--- src/hw/rtl/pnt_pkg.sv ---
// ----------------------------------------------------------------------------
// pnt_pkg
// Shared types, widths and codes for the gradient noise / turbulence block.
// ----------------------------------------------------------------------------
package pnt_pkg;

    localparam int TABLE_SIZE_DEF  = 256;
    localparam int MAX_OCTAVES_DEF = 8;

    // Coordinate fraction width and derived datapath widths
    localparam int COORD_FRAC_BITS = 16;
    localparam int OUT_FRAC        = 16;
    localparam int GRAD_FRAC       = 14;
    localparam int FW      = COORD_FRAC_BITS;
    localparam int SW      = FW + 1;              // smoothstep weight, 0..1.0
    localparam int OW      = FW + 2;              // signed corner offset
    localparam int GW      = 16;                  // gradient component
    localparam int PROD_W  = GW + OW;
    localparam int DSUM_W  = PROD_W + 2;
    localparam int DOT_W   = DSUM_W - GRAD_FRAC;
    localparam int TERM_W  = SW + 1 + DOT_W;
    localparam int ACC_W   = TERM_W + 3;
    localparam int NOISE_W = ACC_W - FW;
    localparam int SUM_W   = NOISE_W + 2;
    localparam int OUT_W   = 24;
    localparam int OUT_SHR = (FW >= OUT_FRAC) ? (FW - OUT_FRAC) : 0;
    localparam int OUT_SHL = (FW >= OUT_FRAC) ? 0 : (OUT_FRAC - FW);
    localparam int CONV_W  = SUM_W + OUT_SHL;

    typedef enum logic [2:0] {
        ACT_LOAD_GRAD = 3'd0,
        ACT_LOAD_PX   = 3'd1,
        ACT_LOAD_PY   = 3'd2,
        ACT_LOAD_PZ   = 3'd3,
        ACT_NOISE     = 3'd4,
        ACT_TURB      = 3'd5
    } pnt_action_t;

    typedef enum logic [2:0] {
        ST_IDLE,
        ST_SETUP,
        ST_SMOOTH1,
        ST_SMOOTH2,
        ST_ISSUE,
        ST_DRAIN,
        ST_OCT_END,
        ST_RESULT
    } pnt_state_t;

    typedef struct packed {
        logic       accept;
        logic       setup;
        logic       smooth1;
        logic       smooth2;
        logic       issue;
        logic [2:0] corner;
        logic       oct_end;
        logic       capture;
    } pnt_cmd_t;

    typedef struct packed {
        logic run_req;
        logic busy;
        logic last_oct;
    } pnt_status_t;

endpackage

--- src/hw/rtl/pnt_ctrl.sv ---
// ----------------------------------------------------------------------------
// pnt_ctrl
// Sequencer: per octave runs setup, two smoothstep steps, issues the eight
// lattice corners into the datapath pipe, drains it and folds the octave.
// ----------------------------------------------------------------------------
module pnt_ctrl (
    input  logic                 clk,
    input  logic                 rst_n,
    input  logic                 in_valid,
    output logic                 in_ready,
    output logic                 out_valid,
    input  logic                 out_ready,
    input  pnt_pkg::pnt_status_t status,
    output pnt_pkg::pnt_cmd_t    cmd
);
    import pnt_pkg::*;

    pnt_state_t state_reg, state_next;
    logic [2:0] corner_reg, corner_next;
    logic       out_valid_reg, out_valid_next;
    logic       out_free;

    assign out_free = !out_valid_reg || out_ready;

    always_ff @(posedge clk or negedge rst_n)
    begin
        if (!rst_n)
        begin
            state_reg     <= ST_IDLE;
            corner_reg    <= 3'd0;
            out_valid_reg <= 1'b0;
        end
        else
        begin
            state_reg     <= state_next;
            corner_reg    <= corner_next;
            out_valid_reg <= out_valid_next;
        end
    end

    always_comb
    begin
        state_next = state_reg;
        unique case (state_reg)
            ST_IDLE:
                if (in_valid)
                    state_next = status.run_req ? ST_SETUP : ST_RESULT;
            ST_SETUP:   state_next = ST_SMOOTH1;
            ST_SMOOTH1: state_next = ST_SMOOTH2;
            ST_SMOOTH2: state_next = ST_ISSUE;
            ST_ISSUE:
                if (corner_reg == 3'd7)
                    state_next = ST_DRAIN;
            ST_DRAIN:
                if (!status.busy)
                    state_next = ST_OCT_END;
            ST_OCT_END: state_next = status.last_oct ? ST_RESULT : ST_SETUP;
            ST_RESULT:
                if (out_free)
                    state_next = ST_IDLE;
            default:    state_next = ST_IDLE;
        endcase
    end

    always_comb
    begin
        cmd         = '0;
        in_ready    = 1'b0;
        corner_next = corner_reg;
        unique case (state_reg)
            ST_IDLE:
            begin
                in_ready   = 1'b1;
                cmd.accept = in_valid;
            end
            ST_SETUP:   cmd.setup   = 1'b1;
            ST_SMOOTH1: cmd.smooth1 = 1'b1;
            ST_SMOOTH2: cmd.smooth2 = 1'b1;
            ST_ISSUE:
            begin
                cmd.issue   = 1'b1;
                corner_next = corner_reg + 3'd1;
            end
            ST_DRAIN:   cmd.corner  = 3'd0;
            ST_OCT_END: cmd.oct_end = 1'b1;
            ST_RESULT:  cmd.capture = out_free;
            default:    cmd         = '0;
        endcase
        cmd.corner = corner_reg;
    end

    // hold the result until taken; a new capture reloads it
    assign out_valid_next = cmd.capture ? 1'b1 : (out_ready ? 1'b0 : out_valid_reg);
    assign out_valid      = out_valid_reg;

endmodule

--- config.mk ---
export PLATFORM = sky130hd
export DESIGN_NAME = pnt_ctrl
export DESIGN_NICKNAME = d
export VERILOG_FILES = /design/src/hw/rtl/pnt_pkg.sv /design/src/hw/rtl/pnt_ctrl.sv
export SDC_FILE = /design/constraint.sdc
export NUM_CORES = 1
export LEC_CHECK = 0
export BUFFER_PORTS_ARGS = -buffer_cell sky130_fd_sc_hd__buf_2
export CAP_MARGIN = 20
export CORE_AREA = 5 5 42 44
export CTS_BUF_LIST = sky130_fd_sc_hd__clkbuf_4
export DETAILED_ROUTE_END_ITERATION = 10
export DIE_AREA = 0 0 47 49
export PLACE_DENSITY = 0.7
export RECOVER_POWER = 100
export SETUP_SLACK_MARGIN = 0.05
export SYNTH_ARGS = -nofsm -noshare
export SYNTH_HDL_FRONTEND = slang
export SYNTH_SLANG_ARGS = --single-unit
--- constraint.sdc ---
create_clock -name clk -period 1.5 [get_ports clk]
set_input_delay 0.075 -clock clk [delete_from_list [all_inputs] [get_ports clk]]
set_output_delay 0.075 -clock clk [all_outputs]
set_load 0.01 [all_outputs]
Word level (Yosys, flattened, before mapping) --
Cells that the tools add are included.
Word-level totals: flip-flop bits (word level) 7, input port bits 7, logic and storage cells 38
Operators by class: add/sub/neg operators 1, equality and inequality tests 12, muxes and demuxes 17, reductions and logical operators 5
Operator list (number):
- 3-bit case mux with 8 select lines | 1
- 3-bit two-way mux | 6
- 3-bit equality test (second input constant) | 5
- 1-bit two-way mux | 10
- 2-bit != test (second input constant) | 4
- 3-bit by 2-bit equality test with 1-bit output (second input constant) | 2
- 4-bit AND reduction | 1
- 3-bit by 1-bit adder with 3-bit output (second input constant) | 1
- 3-bit by 1-bit equality test with 1-bit output (second input constant) | 1
- 3-bit logical NOT | 1
- 2-bit nonzero test | 1
- 1-bit logical NOT | 1
- 1-bit logical OR | 1

Longest topological paths before layout --
depth in word-level cells 4, depth in mapped cells 6, mapped depth without buffers 6

Least setup slack after synthesis --
OpenSTA, ideal clock, no wires.
path type register -> register, start reg corner_reg[0], end reg state_reg[1], library setup time 0.133 ns, arrival time 1.411 ns, data required time 1.367 ns, slack -0.044 ns, cell stages (with the launch flop) 7, path buffers 0, period minus slack after synthesis 1.544 ns, cells stage by stage dfrtp_1 > ha_1 > ha_1 > or3_1 > o21ai_1 > o2bb2ai_2 > o22ai_1
Between the ends: cells in the longest elaborated chain, start to end 3
Ends and longest elaborated chain:
- start, declared | RTL line pnt_ctrl.sv:19 | logic [2:0] corner_reg, corner_next;
- start signal, assigned | RTL line pnt_ctrl.sv:36 | corner_reg <= corner_next;
- 3-bit equality test | RTL line pnt_ctrl.sv:52 | if (corner_reg == 3'd7)
- 2-bit != test (no source line)
- 4-bit AND reduction (no source line)
- end signal, assigned | RTL line pnt_ctrl.sv:35 | state_reg <= state_next;
- end, declared | RTL line pnt_ctrl.sv:18 | pnt_state_t state_reg, state_next;
Every way passes these cells. A chain may end at the register's enable or synchronous reset.

Worst setup path in the final report --
start reg corner_reg[1], end reg state_reg[1]
Same word-level chain as after synthesis.

==> summary by stage <==
Outcome
The run finished, with violations left. The final reports fail on negative setup slack.

Finish
The library cells used most frequently in the layout, excluding fill and tap cells, are sky130_fd_sc_hd__buf_2 (13), sky130_fd_sc_hd__buf_4 (8), sky130_fd_sc_hd__dfrtp_1 (6). The library cell used most frequently in the layout, excluding fill and tap cells, is sky130_fd_sc_hd__buf_2. The fill cell total of the finished layout is 142. The number of antenna diodes in the final layout is 0. The final layout contains 82 nets. Compared with the post-synthesis result, the final layout area differs by 47.3%.

Cells with a size suffix above 1 make up 50.0% of the layout. Once layout is done, the placed cells without fillers occupy 671 sq um.

Power and ir drop
The proportion of power drawn by combinational gates is a little over three fifths. The clock share of power is 12.0%. The analysis attributes to cell leakage a power of 0.000315 uW. The switching portion of total power is 40.0%. Internal power comes to between 900 and 1000 uW. Sequential cells account for 25.0% of the total power. The net switching component of the power is approximately 620 uW. The ratio of total power to cell area is 2300 nW/um^2. The worst IR drop on VDD is 883 uV.

Detailed routing
Summed over all nets, wire length on met2 after detailed routing comes to 512 um. The detailed router finished its first iteration with 2 violations. After detailed routing, the wire length on met1 is 406 um. After detailed routing, the met3 layer carries 76 um of wire. For this run, the detailed router's first-pass iteration total came to 2. The routed length per instance is 11.3 um. The highest metal layer with signal wires is met3. The total number of vias is 421. The wire length reported by the detailed router is 994 um. In the routed layout, each cell is associated on average with a via count of ~4.8.

The post-route antenna net violation count is 0. The number of remaining DRC errors is 0.

STA
The total count of hold-check failures in the final report is 0. The fraction of the cycle the final worst path needs is 100%. The number of max-slew violations in the final report is 0. The post-layout minimum cycle time is approximately 1.5 ns.

The worst setup slack after layout is -0.00731 ns. The final count of negative-setup-slack endpoints is 2. Setup repair after global routing could not meet its margin everywhere.

Headroom to the max-slew limit came out at about 74%. For the pin with the worst max-slew slack, the measured transition is 0.386 ns. Static timing analysis puts the maximum clock frequency at 663 MHz. The clock arrives with 0.00472 ns of skew.

Global routing
The first global-routing pass estimated 1700 um of wire. The via count of the first global-routing pass came to 403. The final global-route overflow total is 0. The largest net degree at the start of global routing is 12. In the global route stage, overall resource usage came out at 10.2%.

The number of antenna violations at the first check in global routing is 0.

Die
For this configuration, the core starts out at a cell density of 32.5%. In this run the standard cell core region covers 1400 sq um. From bottom edge to top edge, the die measures just under 50 um. From left edge to right edge, the die measures ~47 um. The I/O pin count is 19. The die footprint is 2300 sq um.

The number of placement rows is 14.

Worst setup path
The cell type group with the largest total delay on the critical path is flip-flops. In this design, the stage delay of the slowest critical-path cell is 0.38 ns. The critical path contains buffers and inverters numbering 0 combined. The worst-path cell with the longest stage delay is sky130_fd_sc_hd__dfrtp_1. STA puts the critical path data required time at 1.62 ns.

Among the stages of the critical path, the cell type that occurs most often is sky130_fd_sc_hd__ha_2. Walking the worst path, the cells encountered are ha_2 > ha_2 > or3_1 > o21ai_2 > o2bb2ai_4 > o22ai_1. The kind of start point of the critical path is a flip-flop.

The critical path class is reg -> reg. The critical path data arrival time is around 1.6 ns. Along the worst path, the maximum fanout reaches 3. The worst setup path is captured at a flip-flop.

Yosys
Synthesis produced a netlist whose cell count is 45. The count of synthesis-stage warnings from yosys is 0. The share of synthesized area in the top cell type comes to 38.5%. The largest total area in the synthesized netlist belongs to sky130_fd_sc_hd__dfrtp_1. The register area share after synthesis is 38.5%. Yosys attributes the largest share of cell area to sky130_fd_sc_hd__dfrtp_1 (38%), sky130_fd_sc_hd__ha_1 (5.5%), sky130_fd_sc_hd__mux2_2 (4.9%). The post-synth net total is 54.

A synthesized cell averages 10.1 sq um. The unique cell type count in the Yosys netlist is 29. Synthesis inferred 7 register bits. The synthesized netlist occupies a cell area of 455 sq um.

CTS
The buffer type at the clock tree root is sky130_fd_sc_hd__clkbuf_4. The clock-pin slew reported for the worst setup and hold paths after clock tree synthesis is 0.05 ns. For the worst-skew pair, the clock arrives at the later sink with an insertion delay of about 0.25 ns. The largest buffer count on any clock path is 2. Clock tree synthesis inserted a total of 3 buffers. The TritonCTS clock tree is built.

The number of sinks driven by the clock tree is 7. The total number of H-tree levels is 1.

Placement
The congestion estimate from routability-driven global placement came to 0.662. The instance area at placement is 598 sq um. The count of buffers added on input and output ports is 18. The half-perimeter wire length of the detailed placement result is roughly 770 um. The setup slack after placement is -0.00657 ns.

Hold path
The class of the most critical hold timing path is in -> reg.

Job
Max-cap violations in this run came to 0.
[cell type report]
| cell class | instances | area (sq um) | share of cell area (%) |
|---|---|---|---|
| flip-flops and latches | 7 | 176 | 26.3 |
| inverters | 1 | 3.75 | 0.560 |
| repair buffers | 27 | 154 | 22.9 |
| clock buffers | 4 | 30.0 | 4.48 |
| well taps | 16 | 20.0 | 2.99 |
| multi-input cells | 33 | 287 | 42.7 |
[path summary, 6_finish.rpt]
check                              start            end  slack (ns)  depth (start not counted)
max                        corner_reg[1]   state_reg[1]      -0.007                          6
min reg2reg                corner_reg[2]  corner_reg[2]        0.55                          1
max reg2reg                corner_reg[1]   state_reg[1]      -0.007                          6
min in group asynchronous          rst_n      out_valid        0.25                          2
max in group asynchronous          rst_n   state_reg[0]        0.95                          2
min                             in_valid   state_reg[2]        0.09                          3
[worst reg2reg max path, stage by stage (launching register included)]
cell and delay, ns:
sky130_fd_sc_hd__dfrtp_1 0.38, sky130_fd_sc_hd__ha_2 0.18, sky130_fd_sc_hd__ha_2 0.16, sky130_fd_sc_hd__or3_1 0.32, sky130_fd_sc_hd__o21ai_2 0.09, sky130_fd_sc_hd__o2bb2ai_4 0.17
sky130_fd_sc_hd__o22ai_1 0.09
[power groups by stage]
stage / sequential (uW) / combinational [uW] / clock (uW)
after detailed placement: 394 / 854 / 0
after floorplan: 389 / 562 / 0
after CTS: 397 / 876 / 194
after global placement: 398 / 839 / 0
final: 386 / 972 / 184
after global routing: 403 / 1070 / 201
[layer usage]
metal / GRT usage [%] / vias to the layer above
li1: - / 213
met4: 0 / 0
met2: 16.5 / 10
met3: 7.75 / 0
met1: 11.3 / 198
met5: 0 / -
[metrics by stage]
step	TNS (ns)	std cells	utilization, %	total power (uW)	hold slack (ns)
4_1_cts	-0.0305	87	46.1	1470	0.0845
5_1_grt	-0.182	88	47.9	1670	0.0990
3_3_place_gp	0	82	42.7	1240	-0.0842
3_5_place_dp	-0.00746	82	42.7	1250	-0.0838
6_report	-0.0125	88	47.9	1540	0.0879
2_1_floorplan	0	45	-	951	-0.221
[logic make-up after synthesis]
kind of cell | Yosys count | share of synthesized area [%]
AO/OA/AOI/OAI | 8 | 15.1
buffers and inverters | 5 | 6.32
multiplexers | 2 | 4.94
adder cells (fa/ha/maj) | 2 | 5.49
flip-flops | 7 | 38.5
XOR/XNOR | 2 | 3.85
AND/OR/NAND/NOR | 19 | 25.8
[what timing repair did]
action / in CTS / in global routing
endpoints found under the hold margin: 7 / 0
pin swaps: 0 / 2
hold buffers: 1 / 0
gates resized for setup: 2 / 3
setup endpoints to repair: 4 / 5
buffers inserted: 0 / 1
[cell usage after synthesis]
library cell	count
sky130_fd_sc_hd__dfrtp_1	7
sky130_fd_sc_hd__nor2_1	4
sky130_fd_sc_hd__buf_2	2
sky130_fd_sc_hd__buf_4	2
sky130_fd_sc_hd__ha_1	2
sky130_fd_sc_hd__mux2_2	2
sky130_fd_sc_hd__nand2_1	2
sky130_fd_sc_hd__nor2b_1	2
sky130_fd_sc_hd__nor3b_1	2
sky130_fd_sc_hd__a2bb2oi_2	1
sky130_fd_sc_hd__a31oi_1	1
sky130_fd_sc_hd__and2_1	1
sky130_fd_sc_hd__and3b_1	1
sky130_fd_sc_hd__inv_1	1
sky130_fd_sc_hd__nand2b_1	1
sky130_fd_sc_hd__nand3_1	1
sky130_fd_sc_hd__nand3b_1	1
sky130_fd_sc_hd__nor3_1	1
sky130_fd_sc_hd__nor3_2	1
sky130_fd_sc_hd__nor3b_2	1
sky130_fd_sc_hd__o21ai_0	1
sky130_fd_sc_hd__o21ai_1	1
sky130_fd_sc_hd__o221ai_1	1
sky130_fd_sc_hd__o22ai_1	1
sky130_fd_sc_hd__o2bb2ai_2	1
sky130_fd_sc_hd__o31ai_1	1
sky130_fd_sc_hd__or3_1	1
sky130_fd_sc_hd__xnor2_1	1
sky130_fd_sc_hd__xor2_1	1
(Power assumes the default switching activity.)
